### src/gbci_pkg.sv
`timescale 1ns / 1ps
`default_nettype none

package gbci_pkg;

    localparam int ANGLE_BITS_DEF     = 48;
    localparam int BIAS_FRAC_BITS_DEF = 8;

    localparam int RATE_W          = 16;
    localparam int SCALE_W         = 32;
    localparam int COUNT_W         = 16;
    localparam int SUM_W           = 32;
    localparam int ANGLE_OUT_W     = 48;
    localparam int ANGLE_FRAC_BITS = 16;
    localparam int HEADING_W       = 25;
    localparam int CFG_IDX_W       = 1;
    localparam int CFG_DATA_W      = 32;
    localparam int NUM_AXES        = 3;
    localparam int AXIS_W          = 2;

    // 360 degrees in Q9.16
    localparam logic [HEADING_W-1:0] HEADING_FULL = 25'd23592960;

    localparam logic [SCALE_W-1:0] SCALE_DT_RST      = 32'd262288;
    localparam logic [COUNT_W-1:0] CALIB_SAMPLES_RST = 16'd512;

    localparam logic [CFG_IDX_W-1:0] CFG_SCALE_DT      = 1'd0;
    localparam logic [CFG_IDX_W-1:0] CFG_CALIB_SAMPLES = 1'd1;

    localparam logic [AXIS_W-1:0] AXIS_ROLL = 2'd0;
    localparam logic [AXIS_W-1:0] AXIS_YAW  = 2'd2;

    typedef enum logic [1:0] {
        OP_SAMPLE = 2'd0,
        OP_ZERO   = 2'd1,
        OP_RECAL  = 2'd2
    } op_t;

    typedef struct packed {
        logic              load_in;
        logic              calib_acc;
        logic              clear_calib;
        logic              zero_angles;
        logic              bias_zero;
        logic              bias_start;
        logic              bias_write;
        logic              calib_finish;
        logic              diff_load;
        logic              mul_load;
        logic              step_load;
        logic              angle_load;
        logic              head_start;
        logic              head_write;
        logic              head_zero;
        logic              load_out;
        logic [AXIS_W-1:0] axis;
    } cmd_t;

    typedef struct packed {
        op_t  op;
        logic read_ok;
        logic calib_active;
        logic calib_end;
        logic valid_zero;
        logic div_done;
    } status_t;

endpackage

`default_nettype wire

### src/gbci_div.sv
`timescale 1ns / 1ps
`default_nettype none

module gbci_div #(
    parameter int DVD_W = 48,
    parameter int DVS_W = 25
) (
    input  wire logic             clk,
    input  wire logic             rst_n,
    input  wire logic             start,
    input  wire logic [DVD_W-1:0] dividend,
    input  wire logic [DVS_W-1:0] divisor,
    output logic                  done,
    output logic [DVD_W-1:0]      quotient,
    output logic [DVS_W-1:0]      remainder
);
    // restoring division, two quotient bits per cycle
    localparam int ITER  = DVD_W / 2;
    localparam int CNT_W = ($clog2(ITER) > 0) ? $clog2(ITER) : 1;

    logic             busy_reg;
    logic             done_reg;
    logic [CNT_W-1:0] cnt_reg;
    logic [DVD_W-1:0] dvd_reg;
    logic [DVS_W-1:0] rem_reg;
    logic [DVS_W-1:0] dvs_reg;

    logic [DVS_W:0]   r1;
    logic [DVS_W:0]   r1s;
    logic [DVS_W:0]   r2;
    logic [DVS_W:0]   r2s;
    logic             q1;
    logic             q2;

    always_comb
    begin
        r1  = {rem_reg, dvd_reg[DVD_W-1]};
        q1  = (r1 >= {1'b0, dvs_reg});
        r1s = q1 ? (r1 - {1'b0, dvs_reg}) : r1;
        r2  = {r1s[DVS_W-1:0], dvd_reg[DVD_W-2]};
        q2  = (r2 >= {1'b0, dvs_reg});
        r2s = q2 ? (r2 - {1'b0, dvs_reg}) : r2;
    end

    always_ff @(posedge clk or negedge rst_n)
    begin
        if (!rst_n)
        begin
            busy_reg <= 1'b0;
            done_reg <= 1'b0;
            cnt_reg  <= '0;
        end
        else
        begin
            done_reg <= 1'b0;
            if (start)
            begin
                busy_reg <= 1'b1;
                cnt_reg  <= CNT_W'(ITER - 1);
            end
            else if (busy_reg)
            begin
                if (cnt_reg == '0)
                begin
                    busy_reg <= 1'b0;
                    done_reg <= 1'b1;
                end
                else
                begin
                    cnt_reg <= cnt_reg - 1'b1;
                end
            end
        end
    end

    always_ff @(posedge clk)
    begin
        if (start)
        begin
            dvd_reg <= dividend;
            rem_reg <= '0;
            dvs_reg <= divisor;
        end
        else if (busy_reg)
        begin
            dvd_reg <= {dvd_reg[DVD_W-3:0], q1, q2};
            rem_reg <= r2s[DVS_W-1:0];
        end
    end

    assign done      = done_reg;
    assign quotient  = dvd_reg;
    assign remainder = rem_reg;

endmodule

`default_nettype wire

### src/gbci_dp.sv
`timescale 1ns / 1ps
`default_nettype none

module gbci_dp #(
    parameter int ANGLE_BITS     = 48,
    parameter int BIAS_FRAC_BITS = 8
) (
    input  wire logic                                 clk,
    input  wire logic                                 rst_n,
    input  wire logic                                 cfg_we,
    input  wire logic [gbci_pkg::CFG_IDX_W-1:0]       cfg_index,
    input  wire logic [gbci_pkg::CFG_DATA_W-1:0]      cfg_data,
    input  wire logic [1:0]                           opcode,
    input  wire logic                                 read_ok,
    input  wire logic signed [gbci_pkg::RATE_W-1:0]   rate_x,
    input  wire logic signed [gbci_pkg::RATE_W-1:0]   rate_y,
    input  wire logic signed [gbci_pkg::RATE_W-1:0]   rate_z,
    input  wire gbci_pkg::cmd_t                       cmd,
    output gbci_pkg::status_t                         status,
    output logic signed [gbci_pkg::ANGLE_OUT_W-1:0]   roll_angle,
    output logic signed [gbci_pkg::ANGLE_OUT_W-1:0]   pitch_angle,
    output logic signed [gbci_pkg::ANGLE_OUT_W-1:0]   yaw_angle,
    output logic [gbci_pkg::HEADING_W-1:0]            heading,
    output logic                                      calibrating
);
    import gbci_pkg::*;

    localparam int BIAS_W  = RATE_W + 1 + BIAS_FRAC_BITS;
    localparam int DIFF_W  = RATE_W + 2 + BIAS_FRAC_BITS;
    localparam int HALF_W  = SCALE_W / 2;
    localparam int PART_W  = DIFF_W + HALF_W + 1;
    localparam int PROD_W  = DIFF_W + SCALE_W + 1;
    localparam int STEP_SH = BIAS_FRAC_BITS + ANGLE_FRAC_BITS;
    localparam int STEP_W  = PROD_W - STEP_SH;
    localparam int ACC_W   = ((ANGLE_BITS > STEP_W) ? ANGLE_BITS : STEP_W) + 2;
    localparam int EXT_W   = (ANGLE_BITS > ANGLE_OUT_W) ? ANGLE_BITS : ANGLE_OUT_W;
    localparam int DVD_RAW = (SUM_W + BIAS_FRAC_BITS > ANGLE_BITS) ?
                             (SUM_W + BIAS_FRAC_BITS) : ANGLE_BITS;
    localparam int DVD_W   = DVD_RAW + (DVD_RAW % 2);
    localparam int DVS_W   = HEADING_W;

    localparam logic signed [ACC_W-1:0] ANG_MAX =
        {{(ACC_W - ANGLE_BITS + 1){1'b0}}, {(ANGLE_BITS - 1){1'b1}}};
    localparam logic signed [ACC_W-1:0] ANG_MIN = ~ANG_MAX;

    // configuration
    logic [SCALE_W-1:0]            scale_dt_reg;
    logic [COUNT_W-1:0]            calib_samples_reg;

    // item latched at transfer
    op_t                           op_reg;
    logic                          ok_reg;
    logic signed [RATE_W-1:0]      raw_reg [NUM_AXES];

    // block state
    logic                          calib_active_reg;
    logic [COUNT_W-1:0]            attempt_reg;
    logic [COUNT_W-1:0]            valid_reg;
    logic signed [SUM_W-1:0]       sum_reg [NUM_AXES];
    logic signed [BIAS_W-1:0]      bias_reg [NUM_AXES];
    logic signed [ANGLE_BITS-1:0]  angle_reg [NUM_AXES];
    logic [HEADING_W-1:0]          heading_reg;

    // integration pipeline
    logic signed [DIFF_W-1:0]      diff_reg;
    logic signed [PART_W-1:0]      lo_reg;
    logic signed [PART_W-1:0]      hi_reg;
    logic signed [STEP_W-1:0]      step_reg;

    // result register
    logic [ANGLE_OUT_W-1:0]        out_angle_reg [NUM_AXES];
    logic [HEADING_W-1:0]          out_heading_reg;
    logic                          out_calib_reg;

    logic [COUNT_W-1:0]            attempt_inc;
    logic signed [DIFF_W-1:0]      diff_val;
    logic signed [PART_W-1:0]      lo_val;
    logic signed [PART_W-1:0]      hi_val;
    logic signed [PROD_W-1:0]      prod_val;
    logic signed [STEP_W-1:0]      step_val;
    logic signed [ACC_W-1:0]       acc_a;
    logic signed [ACC_W-1:0]       acc_d;
    logic signed [ACC_W-1:0]       acc_s;
    logic signed [ANGLE_BITS-1:0]  angle_sat;
    logic [ANGLE_BITS-1:0]         yaw_mag;
    logic [SUM_W-1:0]              sum_mag;
    logic signed [BIAS_W-1:0]      quo_s;
    logic signed [BIAS_W-1:0]      bias_val;
    logic [HEADING_W-1:0]          heading_val;
    logic signed [EXT_W-1:0]       ext_angle [NUM_AXES];

    logic                          div_start;
    logic [DVD_W-1:0]              div_dividend;
    logic [DVS_W-1:0]              div_divisor;
    logic                          div_done;
    logic [DVD_W-1:0]              div_quo;
    logic [DVS_W-1:0]              div_rem;

    assign attempt_inc = attempt_reg + 1'b1;

    always_comb
    begin
        status.op           = op_reg;
        status.read_ok      = ok_reg;
        status.calib_active = calib_active_reg;
        status.calib_end    = (attempt_inc >= calib_samples_reg);
        status.valid_zero   = (valid_reg == '0);
        status.div_done     = div_done;
    end

    // integration arithmetic, one stage per cycle
    always_comb
    begin
        diff_val = (DIFF_W'(raw_reg[cmd.axis]) <<< BIAS_FRAC_BITS)
                   - DIFF_W'(bias_reg[cmd.axis]);
        lo_val   = diff_reg * $signed({1'b0, scale_dt_reg[HALF_W-1:0]});
        hi_val   = diff_reg * $signed({1'b0, scale_dt_reg[SCALE_W-1:HALF_W]});
        prod_val = PROD_W'(lo_reg) + (PROD_W'(hi_reg) <<< HALF_W);
        // arithmetic shift floors toward minus infinity
        step_val = STEP_W'(prod_val >>> STEP_SH);

        acc_a = ACC_W'(angle_reg[cmd.axis]);
        acc_d = (cmd.axis == AXIS_YAW) ? -ACC_W'(step_reg) : ACC_W'(step_reg);
        acc_s = acc_a + acc_d;
        if (acc_s > ANG_MAX)
        begin
            angle_sat = ANGLE_BITS'(ANG_MAX);
        end
        else if (acc_s < ANG_MIN)
        begin
            angle_sat = ANGLE_BITS'(ANG_MIN);
        end
        else
        begin
            angle_sat = ANGLE_BITS'(acc_s);
        end
    end

    // shared divider: bias = sum * 2^F / count, heading = |yaw| mod 360
    always_comb
    begin
        yaw_mag = angle_reg[AXIS_YAW][ANGLE_BITS-1] ?
                  ANGLE_BITS'(-angle_reg[AXIS_YAW]) : ANGLE_BITS'(angle_reg[AXIS_YAW]);
        sum_mag = sum_reg[cmd.axis][SUM_W-1] ?
                  SUM_W'(-sum_reg[cmd.axis]) : SUM_W'(sum_reg[cmd.axis]);
        div_start    = cmd.bias_start | cmd.head_start;
        div_dividend = cmd.head_start ? DVD_W'(yaw_mag)
                                      : (DVD_W'(sum_mag) << BIAS_FRAC_BITS);
        div_divisor  = cmd.head_start ? HEADING_FULL : DVS_W'(valid_reg);

        quo_s    = $signed(div_quo[BIAS_W-1:0]);
        bias_val = sum_reg[cmd.axis][SUM_W-1] ? -quo_s : quo_s;

        // floor modulo: negative yaw folds back from the top
        if (angle_reg[AXIS_YAW][ANGLE_BITS-1] && (div_rem != '0))
        begin
            heading_val = HEADING_FULL - div_rem;
        end
        else
        begin
            heading_val = div_rem;
        end

        for (int i = 0; i < NUM_AXES; i++)
        begin
            ext_angle[i] = EXT_W'(angle_reg[i]);
        end
    end

    gbci_div #(
        .DVD_W (DVD_W),
        .DVS_W (DVS_W)
    ) u_div (
        .clk       (clk),
        .rst_n     (rst_n),
        .start     (div_start),
        .dividend  (div_dividend),
        .divisor   (div_divisor),
        .done      (div_done),
        .quotient  (div_quo),
        .remainder (div_rem)
    );

    always_ff @(posedge clk or negedge rst_n)
    begin
        if (!rst_n)
        begin
            scale_dt_reg      <= SCALE_DT_RST;
            calib_samples_reg <= CALIB_SAMPLES_RST;
            calib_active_reg  <= 1'b1;
            attempt_reg       <= '0;
            valid_reg         <= '0;
            heading_reg       <= '0;
            for (int i = 0; i < NUM_AXES; i++)
            begin
                sum_reg[i]   <= '0;
                bias_reg[i]  <= '0;
                angle_reg[i] <= '0;
            end
        end
        else
        begin
            if (cfg_we)
            begin
                case (cfg_index)
                    CFG_SCALE_DT:      scale_dt_reg      <= cfg_data[SCALE_W-1:0];
                    CFG_CALIB_SAMPLES: calib_samples_reg <= cfg_data[COUNT_W-1:0];
                    default: ;
                endcase
            end

            if (cmd.clear_calib)
            begin
                calib_active_reg <= 1'b1;
                attempt_reg      <= '0;
                valid_reg        <= '0;
                for (int i = 0; i < NUM_AXES; i++)
                begin
                    sum_reg[i] <= '0;
                end
            end

            if (cmd.calib_acc)
            begin
                attempt_reg <= attempt_inc;
                if (ok_reg)
                begin
                    valid_reg <= valid_reg + 1'b1;
                    for (int i = 0; i < NUM_AXES; i++)
                    begin
                        sum_reg[i] <= sum_reg[i] + SUM_W'(raw_reg[i]);
                    end
                end
            end

            if (cmd.bias_zero)
            begin
                for (int i = 0; i < NUM_AXES; i++)
                begin
                    bias_reg[i] <= '0;
                end
            end

            if (cmd.bias_write)
            begin
                bias_reg[cmd.axis] <= bias_val;
            end

            if (cmd.calib_finish)
            begin
                calib_active_reg <= 1'b0;
            end

            if (cmd.zero_angles)
            begin
                for (int i = 0; i < NUM_AXES; i++)
                begin
                    angle_reg[i] <= '0;
                end
            end

            if (cmd.angle_load)
            begin
                angle_reg[cmd.axis] <= angle_sat;
            end

            if (cmd.head_zero)
            begin
                heading_reg <= '0;
            end
            else if (cmd.head_write)
            begin
                heading_reg <= heading_val;
            end
        end
    end

    always_ff @(posedge clk)
    begin
        if (cmd.load_in)
        begin
            op_reg     <= op_t'(opcode);
            ok_reg     <= read_ok;
            raw_reg[0] <= rate_x;
            raw_reg[1] <= rate_y;
            raw_reg[2] <= rate_z;
        end
        if (cmd.diff_load)
        begin
            diff_reg <= diff_val;
        end
        if (cmd.mul_load)
        begin
            lo_reg <= lo_val;
            hi_reg <= hi_val;
        end
        if (cmd.step_load)
        begin
            step_reg <= step_val;
        end
        if (cmd.load_out)
        begin
            for (int i = 0; i < NUM_AXES; i++)
            begin
                out_angle_reg[i] <= ext_angle[i][ANGLE_OUT_W-1:0];
            end
            out_heading_reg <= heading_reg;
            out_calib_reg   <= calib_active_reg;
        end
    end

    assign roll_angle  = out_angle_reg[0];
    assign pitch_angle = out_angle_reg[1];
    assign yaw_angle   = out_angle_reg[2];
    assign heading     = out_heading_reg;
    assign calibrating = out_calib_reg;

endmodule

`default_nettype wire

### src/gbci_ctrl.sv
`timescale 1ns / 1ps
`default_nettype none

module gbci_ctrl (
    input  wire logic              clk,
    input  wire logic              rst_n,
    input  wire logic              in_valid,
    output logic                   in_stall,
    output logic                   out_valid,
    input  wire logic              out_stall,
    output gbci_pkg::cmd_t         cmd,
    input  wire gbci_pkg::status_t status
);
    import gbci_pkg::*;

    typedef enum logic [3:0] {
        S_IDLE,
        S_EXEC,
        S_BIAS_START,
        S_BIAS_WAIT,
        S_INT_DIFF,
        S_INT_MUL,
        S_INT_STEP,
        S_INT_SAT,
        S_HEAD_START,
        S_HEAD_WAIT,
        S_OUT
    } state_t;

    state_t            state_reg;
    state_t            state_next;
    logic [AXIS_W-1:0] axis_reg;
    logic [AXIS_W-1:0] axis_next;
    logic              out_valid_reg;
    logic              out_valid_next;

    always_comb
    begin
        state_next = state_reg;
        axis_next  = axis_reg;
        cmd        = '0;
        cmd.axis   = axis_reg;

        case (state_reg)
            S_IDLE:
            begin
                if (in_valid)
                begin
                    cmd.load_in = 1'b1;
                    state_next  = S_EXEC;
                end
            end

            S_EXEC:
            begin
                axis_next  = AXIS_ROLL;
                state_next = S_OUT;
                case (status.op)
                    OP_ZERO:
                    begin
                        cmd.zero_angles = 1'b1;
                        cmd.head_zero   = 1'b1;
                    end
                    OP_RECAL:
                    begin
                        cmd.clear_calib = 1'b1;
                    end
                    OP_SAMPLE:
                    begin
                        if (status.calib_active)
                        begin
                            cmd.calib_acc = 1'b1;
                            if (status.calib_end)
                            begin
                                state_next = S_BIAS_START;
                            end
                        end
                        else if (status.read_ok)
                        begin
                            state_next = S_INT_DIFF;
                        end
                    end
                    default: ;
                endcase
            end

            S_BIAS_START:
            begin
                if (status.valid_zero)
                begin
                    cmd.bias_zero    = 1'b1;
                    cmd.calib_finish = 1'b1;
                    state_next       = S_OUT;
                end
                else
                begin
                    cmd.bias_start = 1'b1;
                    state_next     = S_BIAS_WAIT;
                end
            end

            S_BIAS_WAIT:
            begin
                if (status.div_done)
                begin
                    cmd.bias_write = 1'b1;
                    if (axis_reg == AXIS_YAW)
                    begin
                        cmd.calib_finish = 1'b1;
                        state_next       = S_OUT;
                    end
                    else
                    begin
                        axis_next  = axis_reg + 1'b1;
                        state_next = S_BIAS_START;
                    end
                end
            end

            S_INT_DIFF:
            begin
                cmd.diff_load = 1'b1;
                state_next    = S_INT_MUL;
            end

            S_INT_MUL:
            begin
                cmd.mul_load = 1'b1;
                state_next   = S_INT_STEP;
            end

            S_INT_STEP:
            begin
                cmd.step_load = 1'b1;
                state_next    = S_INT_SAT;
            end

            S_INT_SAT:
            begin
                cmd.angle_load = 1'b1;
                if (axis_reg == AXIS_YAW)
                begin
                    state_next = S_HEAD_START;
                end
                else
                begin
                    axis_next  = axis_reg + 1'b1;
                    state_next = S_INT_DIFF;
                end
            end

            S_HEAD_START:
            begin
                cmd.head_start = 1'b1;
                state_next     = S_HEAD_WAIT;
            end

            S_HEAD_WAIT:
            begin
                if (status.div_done)
                begin
                    cmd.head_write = 1'b1;
                    state_next     = S_OUT;
                end
            end

            S_OUT:
            begin
                // result register frees up when empty or being taken
                if (!out_valid_reg || !out_stall)
                begin
                    cmd.load_out = 1'b1;
                    state_next   = S_IDLE;
                end
            end

            default:
            begin
                state_next = S_IDLE;
            end
        endcase

        out_valid_next = cmd.load_out | (out_valid_reg & out_stall);
    end

    always_ff @(posedge clk or negedge rst_n)
    begin
        if (!rst_n)
        begin
            state_reg     <= S_IDLE;
            axis_reg      <= AXIS_ROLL;
            out_valid_reg <= 1'b0;
        end
        else
        begin
            state_reg     <= state_next;
            axis_reg      <= axis_next;
            out_valid_reg <= out_valid_next;
        end
    end

    assign in_stall  = (state_reg != S_IDLE);
    assign out_valid = out_valid_reg;

endmodule

`default_nettype wire

### src/gyro_bias_calibrate_and_integrate_top.sv
// Commands, invalid reads and calibration samples pass through S_EXEC and S_OUT to the result;
//   an integrating sample steps through S_INT_DIFF, S_INT_MUL, S_INT_STEP and S_INT_SAT for
//   each of the three axes, then the heading modulo on the shared 2-bit-per-cycle divider.
// The sample that ends calibration also runs the bias divides, one per axis, on that divider.
// Throughput: one item at a time; the next transfer is taken the cycle after the result
//   is registered. Reset (async, active low) starts calibration, zeroes angles and biases.
`timescale 1ns / 1ps
`default_nettype none

module gyro_bias_calibrate_and_integrate_top #(
    parameter int ANGLE_BITS     = gbci_pkg::ANGLE_BITS_DEF,
    parameter int BIAS_FRAC_BITS = gbci_pkg::BIAS_FRAC_BITS_DEF
) (
    input  wire logic                               clk,
    input  wire logic                               rst_n,
    input  wire logic                               cfg_we,
    input  wire logic [gbci_pkg::CFG_IDX_W-1:0]     cfg_index,
    input  wire logic [gbci_pkg::CFG_DATA_W-1:0]    cfg_data,
    input  wire logic                               in_valid,
    output logic                                    in_stall,
    input  wire logic [1:0]                         opcode,
    input  wire logic                               read_ok,
    input  wire logic signed [gbci_pkg::RATE_W-1:0] rate_x,
    input  wire logic signed [gbci_pkg::RATE_W-1:0] rate_y,
    input  wire logic signed [gbci_pkg::RATE_W-1:0] rate_z,
    output logic                                    out_valid,
    input  wire logic                               out_stall,
    output logic signed [gbci_pkg::ANGLE_OUT_W-1:0] roll_angle,
    output logic signed [gbci_pkg::ANGLE_OUT_W-1:0] pitch_angle,
    output logic signed [gbci_pkg::ANGLE_OUT_W-1:0] yaw_angle,
    output logic [gbci_pkg::HEADING_W-1:0]          heading,
    output logic                                    calibrating
);
    import gbci_pkg::*;

    cmd_t    cmd;
    status_t status;

    gbci_ctrl u_ctrl (
        .clk       (clk),
        .rst_n     (rst_n),
        .in_valid  (in_valid),
        .in_stall  (in_stall),
        .out_valid (out_valid),
        .out_stall (out_stall),
        .cmd       (cmd),
        .status    (status)
    );

    gbci_dp #(
        .ANGLE_BITS     (ANGLE_BITS),
        .BIAS_FRAC_BITS (BIAS_FRAC_BITS)
    ) u_dp (
        .clk         (clk),
        .rst_n       (rst_n),
        .cfg_we      (cfg_we),
        .cfg_index   (cfg_index),
        .cfg_data    (cfg_data),
        .opcode      (opcode),
        .read_ok     (read_ok),
        .rate_x      (rate_x),
        .rate_y      (rate_y),
        .rate_z      (rate_z),
        .cmd         (cmd),
        .status      (status),
        .roll_angle  (roll_angle),
        .pitch_angle (pitch_angle),
        .yaw_angle   (yaw_angle),
        .heading     (heading),
        .calibrating (calibrating)
    );

endmodule

`default_nettype wire

### config.mk
export PLATFORM = sky130hd
export DESIGN_NAME = gyro_bias_calibrate_and_integrate_top
export DESIGN_NICKNAME = d
export VERILOG_FILES = /design/src/gbci_pkg.sv /design/src/gbci_div.sv /design/src/gbci_dp.sv /design/src/gbci_ctrl.sv /design/src/gyro_bias_calibrate_and_integrate_top.sv
export SDC_FILE = /design/constraint.sdc
export NUM_CORES = 2
export LEC_CHECK = 0
export BUFFER_PORTS_ARGS = -buffer_cell sky130_fd_sc_hd__buf_2
export CORE_UTILIZATION = 55
export DETAILED_ROUTE_END_ITERATION = 8
export GPL_TIMING_DRIVEN = 0
export PLACE_DENSITY = 0.72
export SYNTH_ARGS = -nofsm -noshare
export SYNTH_HDL_FRONTEND = slang
export SYNTH_HIERARCHICAL = 1
export SYNTH_SLANG_ARGS = --single-unit
### constraint.sdc
create_clock -name clk -period 13.75 [get_ports clk]
set_input_delay 3.4375 -clock clk [delete_from_list [all_inputs] [get_ports clk]]
set_output_delay 3.4375 -clock clk [all_outputs]
set_load 0.05 [all_outputs]
=== Word level (Yosys, flattened, before mapping) ===
Memories as Yosys holds them, arrays and structs flattened.
Cells that the tools add are included.

* Flip-flop bits (word level): 709
* RAM bits: 192
* Output and inout port bits: 172
* Memories: 2

* Add/sub/neg operators: 17
* $mul: 2
* $lt $le $gt $ge: 7
* Equality and inequality tests: 18
* Mux-type cells: 96
* Bitwise logic cells: 5
* Reduce and logical (&&, ||, !) cells: 21

{| class="wikitable"
|+ Memory list
! name !! words !! bits a word !! rd ports !! clocked after Yosys merged registers in !! write ports !! RTL line !! source
|-
| u_dp.out_angle_reg || 3 || 48 || 3 || 0 || 3 || gbci_dp.sv:71 || <nowiki>logic [ANGLE_OUT_W-1:0] out_angle_reg [NUM_AXES];</nowiki>
|-
| u_dp.raw_reg || 3 || 16 || 4 || 0 || 3 || gbci_dp.sv:53 || <nowiki>logic signed [RATE_W-1:0] raw_reg [NUM_AXES];</nowiki>
|}

{| class="wikitable"
|+ Operators with widths
! operator !! number
|-
| 48-bit two-way mux || 9
|-
| 144-bit two-way mux || 2
|-
| 96-bit two-way mux || 3
|-
| 25-bit two-way mux || 10
|-
| 75-bit two-way mux || 2
|-
| 144-bit bitwise mux || 1
|-
| 32-bit by 16-bit adder with 32-bit output || 3
|-
| 48-bit binary-select mux with 2-bit select || 1
|-
| 48-bit demux with 2-bit select || 1
|-
| 32-bit two-way mux || 3
|-
| 26-bit by 17-bit multiplier with 43-bit output || 2
|-
| 16-bit two-way mux || 5
|-
| 75-bit bitwise mux || 1
|-
| 32-bit binary-select mux with 2-bit select || 1
|-
| 43-bit by 59-bit adder with 59-bit output || 1
|-
| 26-bit by 25-bit greater-or-equal comparator with 1-bit output || 2
|-
| 48-bit by 50-bit adder with 50-bit output || 1
|-
| 25-bit binary-select mux with 2-bit select || 1
|-
| 25-bit demux with 2-bit select || 1
|-
| 50-bit by 48-bit > comparator with 1-bit output, second input constant || 1
|-
| 50-bit by 48-bit less-than comparator with 1-bit output, second input constant || 1
|-
| 50-bit two-way mux || 1
|-
| 35-bit negator with 50-bit output || 1
|-
| 25-bit subtractor || 2
|-
| other kinds (44) || 110
|}

=== Depth between registers and ports, before layout ===
* Depth after elaboration: 10
* Mapped depth: 27
* Gate-level depth less buffers: 25

=== By module ===
The synthesis kept the hierarchy.

{| class="wikitable"
|+ By module, submodules not included
! module !! times used !! cells each !! area each (µm²) !! seq. area each (µm²)
|-
| gbci_dp || 1 || 7,589 || 72,996.3 || 21,111.5
|-
| gbci_div || 1 || 694 || 7,043.0 || 2,867.8
|-
| gbci_ctrl || 1 || 83 || 679.4 || 175.2
|}

=== Worst setup path after synthesis ===
OpenSTA, ideal clock, no wires.

* Path kind: input to register
* From: input port out_stall
* To: register u_dp.out_calib_reg (netlist: u_dp/calibrating) (enable)
* Arrival: 11,420 ps
* Required time: 12,995 ps
* Slack: 1,575 ps
* Stages on the path: 1
* Path buffers: 0
* Cell sequence: a21oi_1

* Cells in the longest elaborated chain, start to end: 4

{| class="wikitable"
|+ Ends and longest elaborated chain
! what !! RTL line !! source
|-
| start, declared || gyro_bias_calibrate_and_integrate_top.sv:27 || <nowiki>input wire logic out_stall,</nowiki>
|-
| 1-bit logical NOT || gbci_ctrl.sv:170 || <nowiki>if (!out_valid_reg || !out_stall)</nowiki>
|-
| 1-bit logical OR || gbci_ctrl.sv:170 ||
|-
| 1-bit two-way mux || gbci_ctrl.sv:170 ||
|-
| 1-bit two-way mux || gbci_ctrl.sv:44 || <nowiki>case (state_reg)</nowiki>
|-
| end signal, assigned || gbci_dp.sv:308 || <nowiki>out_calib_reg <= calib_active_reg;</nowiki>
|-
| end, declared || gbci_dp.sv:73 || <nowiki>logic out_calib_reg;</nowiki>
|}

Every way passes these cells.
A chain may end at the register's enable or synchronous reset.

=== Final worst setup path ===
* From: register u_ctrl.axis_reg[1]
* To: register u_dp/angle_reg[58] in the netlist's numbering

* Cells in the longest elaborated chain, start to end: 10
* Elaborated cells between the ends (all ways): 18
* Classes of those cells: add/sub (1); order compare (4); eq/ne (1); mux (10); bitwise (1); reduce/logical (1)

{| class="wikitable"
|+ Ends and longest elaborated chain
! what !! RTL line !! source
|-
| start, declared || gbci_ctrl.sv:32 || <nowiki>logic [AXIS_W-1:0] axis_reg;</nowiki>
|-
| start signal, assigned || gbci_ctrl.sv:197 || <nowiki>axis_reg <= axis_next;</nowiki>
|-
| 2-bit inverter with 3-bit output (implied by the code) || gbci_dp.sv:122, gbci_dp.sv:264 ||
|-
| 48-bit binary-select mux with 2-bit select || gbci_dp.sv:122 || <nowiki>acc_a = ACC_W'(angle_reg[cmd.axis]);</nowiki>
|-
| 48-bit two-way mux (implied by the code) (2 in a row) || gbci_dp.sv:122 ||
|-
| 48-bit by 50-bit adder with 50-bit output || gbci_dp.sv:124 || <nowiki>acc_s = acc_a + acc_d;</nowiki>
|-
| 50-bit by 48-bit less-than comparator with 1-bit output || gbci_dp.sv:129 || <nowiki>else if (acc_s < ANG_MIN)</nowiki>
|-
| 48-bit two-way mux || gbci_dp.sv:129 ||
|-
| 48-bit two-way mux || gbci_dp.sv:125 || <nowiki>if (acc_s > ANG_MAX)</nowiki>
|-
| 144-bit bitwise mux (*) || gbci_dp.sv:264 || <nowiki>angle_reg[cmd.axis] <= angle_sat;</nowiki>
|-
| 144-bit two-way mux (*) || gbci_dp.sv:262 || <nowiki>if (cmd.angle_load)</nowiki>
|-
| end signal, assigned by index || gbci_dp.sv:264 ||
|-
| end, declared || gbci_dp.sv:61 || <nowiki>logic signed [ANGLE_BITS-1:0] angle_reg [NUM_AXES];</nowiki>
|}

Every way passes the cells marked *; elsewhere a longest branch is shown, timed or not. The select of a mux whose other input is x is not followed.

==> results.md <==
* Post-synthesis sequential area ratio at 29.9%
* Post-cts resize count at 0
* Outcome: complete, but fails checks
* First-pass GRT wire length at 392000 um
* Synthesis-to-finish area growth at 9.27%
* Nets at 10100
* Share of the synthesized area in the top cell type at 20.2%
* Initial core utilization at 55.5%
* Synth area leaders: fa_1 (20%), edfxtp_1 (16%), dfrtp_1 (13%)
* Final core utilization at 60.6%
* TNS Setup at 0 ps
* Share of layout cells above drive strength 1 at 7.57%
* GPL Wtd Cong at 0.998
* Port buffer count at 260
* I/O pin total at 261
* Crit path DAT at 11920 ps
* CORE AREA at 146000 um^2
* Worst Skew at 68.7 ps
* Post CTS Setup Buffer Count at 0
* Crit path max fanout at 10
* #FFs+latches synth at 885
* Worst skew pair latency at 760 ps
* CP peak stage delay at 1090 ps
* Synthesis warning total at 6
* Final setup vio count at 0
* Fmax achieved at 0.0889 GHz
* Worst-path clk slew at 60 ps
* Slowest cell on the critical path: clkbuf_1
* Via count at 64600
* Netlist cell types at 97
* Root Buffer: clkbuf_16
* Hold WS at 457 ps
* Cells after Synth at 8366
* Die Ht at 385 um
* Period minus WS final at 11240 ps
* Die ar. at 148000 um^2
* CP Class: reg -> reg
* Cell row count at 140
* Vias per inst at 6.01
* RSZ-0062 raised after global routing: false
* Max_slew headroom at -3.21%
* Max-cap violations at 1
* DP HPWL at 206000 um
* CP delay by family, top: buffers and inverters
* Min-delay worst type: reg -> reg
* Post-CTS Hold Buffers at 0
* Prevailing post-synth register cell: dfrtp_1
* CP startpoint kind: register
* Fin area at 88200 um^2
* Worst-Margin Slew at 1550 ps
* H-tree Lvls at 3
* Post-synth EDFFs at 425
* Vias in the first global route at 65300
* Most frequent CP cell: clkbuf_1
* Initial antenna violation count at 17
* Aggregate global routing overflow at 0
* First-pass DRT Iterations at 8
* Placed cell areas at 84900 um^2
* Pins over their slew limit at 11
* Avg WL per Cell at 23.9 um
* Post-route DRC at 0
* Cell taking the most area after synthesis: fa_1
* Synthesized area at 80700 um^2
* Iter 0 DRT Violations at 6383
* CP endpoint kind: register
* Hold Vio Cnt, Final at 0
* Total track usage at 35.1%
* Failing checks: max-capacitance violations, max-slew violations
* TritonCTS Buffers at 97
* Critical Path RT at 14430 ps
* Synth async-reset ratio at 49.2%
* Buffers plus inverters on the worst setup path at 12
* Maximum clock path buffer count at 3
* Period utilization at 81.8%
* TritonCTS clock tree: yes
* Post-route ant nets at 0
* Clk sink count at 885
* Largest net degree at the start of global routing at 105
* Drt total wl at 257000 um
* Die width at 385 um
* Syn avg cell area at 9.65 um^2
metrics by stage:
stage	setup WS [ps]	cells
after floorplan	1580	8370
after global placement	-1840	10500
after detailed placement	2860	10600
after CTS	2810	10800
after global routing	2440	10800
final	2510	10800
layer usage:
layer	share of wire, %	vias up	global-route usage, %
li1	-	28800	-
met3	8.6	699	5.65
met4	6.5	6	20.1
met5	0.015	-	0
met2	44	3111	53.1
met1	41	32100	48.1
cells by family (layout without fill, tap and decap cells):
group | Yosys count | after routing | synth area share, %
AO/OA/AOI/OAI | 1597 | 1597 | 12.9
flip-flops | 885 | 885 | 29.9
buffers and inverters | 1618 | 2085 | 7.76
AND/OR/NAND/NOR | 2261 | 2261 | 13.4
multiplexers | 263 | 263 | 3.44
adder cells (fa/ha/maj) | 1303 | 1303 | 27.8
other | 1 | 9 | 0.00465
XOR/XNOR | 438 | 438 | 4.75
synth_stat cells, types with 47 or more instances:
master and count:
edfxtp_1 425, a221o_1 133, mux2_2 115, nand3_1 163, inv_1 1191, fa_1 814, and2_1 274, xor2_1 190
a211oi_1 56, dfrtp_1 430, a21o_1 118, o21ai_0 493, o21a_1 65, xnor2_1 248, clkbuf_1 363, nor2b_1 66
mux2i_1 147, ha_1 489, nand3b_1 83, o31ai_1 47, nor2_1 357, nor3_1 76, a21oi_1 369, nand2b_1 58
nand2_1 960
cells in the final DEF, fill, tap and decap left out, drive strengths merged, types with 31 or more instances in the layout:
cell type  count
mux2         116
clkbuf       488
xnor2        248
nand3b        83
nor3          77
o21ai        497
mux2i        147
nand2b        58
dfrtp        430
a211oi        56
inv         1198
fa           814
and2         276
o31ai         48
and3          41
o21a          65
nand3        163
nor2         357
buf          345
nand4         38
clkinv        40
a31oi         41
o21bai        39
a21o         119
edfxtp       425
nand2        960
xor2         190
nor2b         66
a221o        133
or3           31
ha           489
a21oi        373
worst reg2reg max path: cells and delay by family, from the launching register on:
family | cells | cell delay [ps]
compound gates | 5 | 1380
buf+inv | 12 | 7500
simple gates | 6 | 1590
mux | 1 | 150
flops | 1 | 380
fa+ha+maj | 1 | 220
worst paths after layout:
| path | depth (start not counted) | startpoint | to | slack, ps |
|---|---|---|---|---|
| setup / recovery | 25 | u_ctrl/axis_reg[1] | u_dp/angle_reg[58] | 2510 |
| hold / removal | 0 | u_dp/heading_reg[7] | u_dp/heading[7] | 460 |
| setup reg to reg | 25 | u_ctrl/axis_reg[1] | u_dp/angle_reg[58] | 2510 |
| hold reg to reg | 0 | u_dp/heading_reg[7] | u_dp/heading[7] | 460 |
| max in group asynchronous | 3 | rst_n | u_dp/bias_reg[71] | 9600 |
| min in group asynchronous | 1 | rst_n | u_dp/heading_reg[12] | 2690 |
cell type report:
cell class                 count  area, um^2
sequential                   885       24200
timing repair buffer         284        1710
inverter                    1192        4470
buffer                       426        1790
fill                       12400       57400
tap                         1917        2400
clock inverter                60         683
clock buffer                 123        2620
multi-input combinational   5867       50400
antenna                        4        10.0
Power is left out: the tool's default activity adds up to more than one toggle a clock period on the data nets, which glitch-free logic cannot reach.
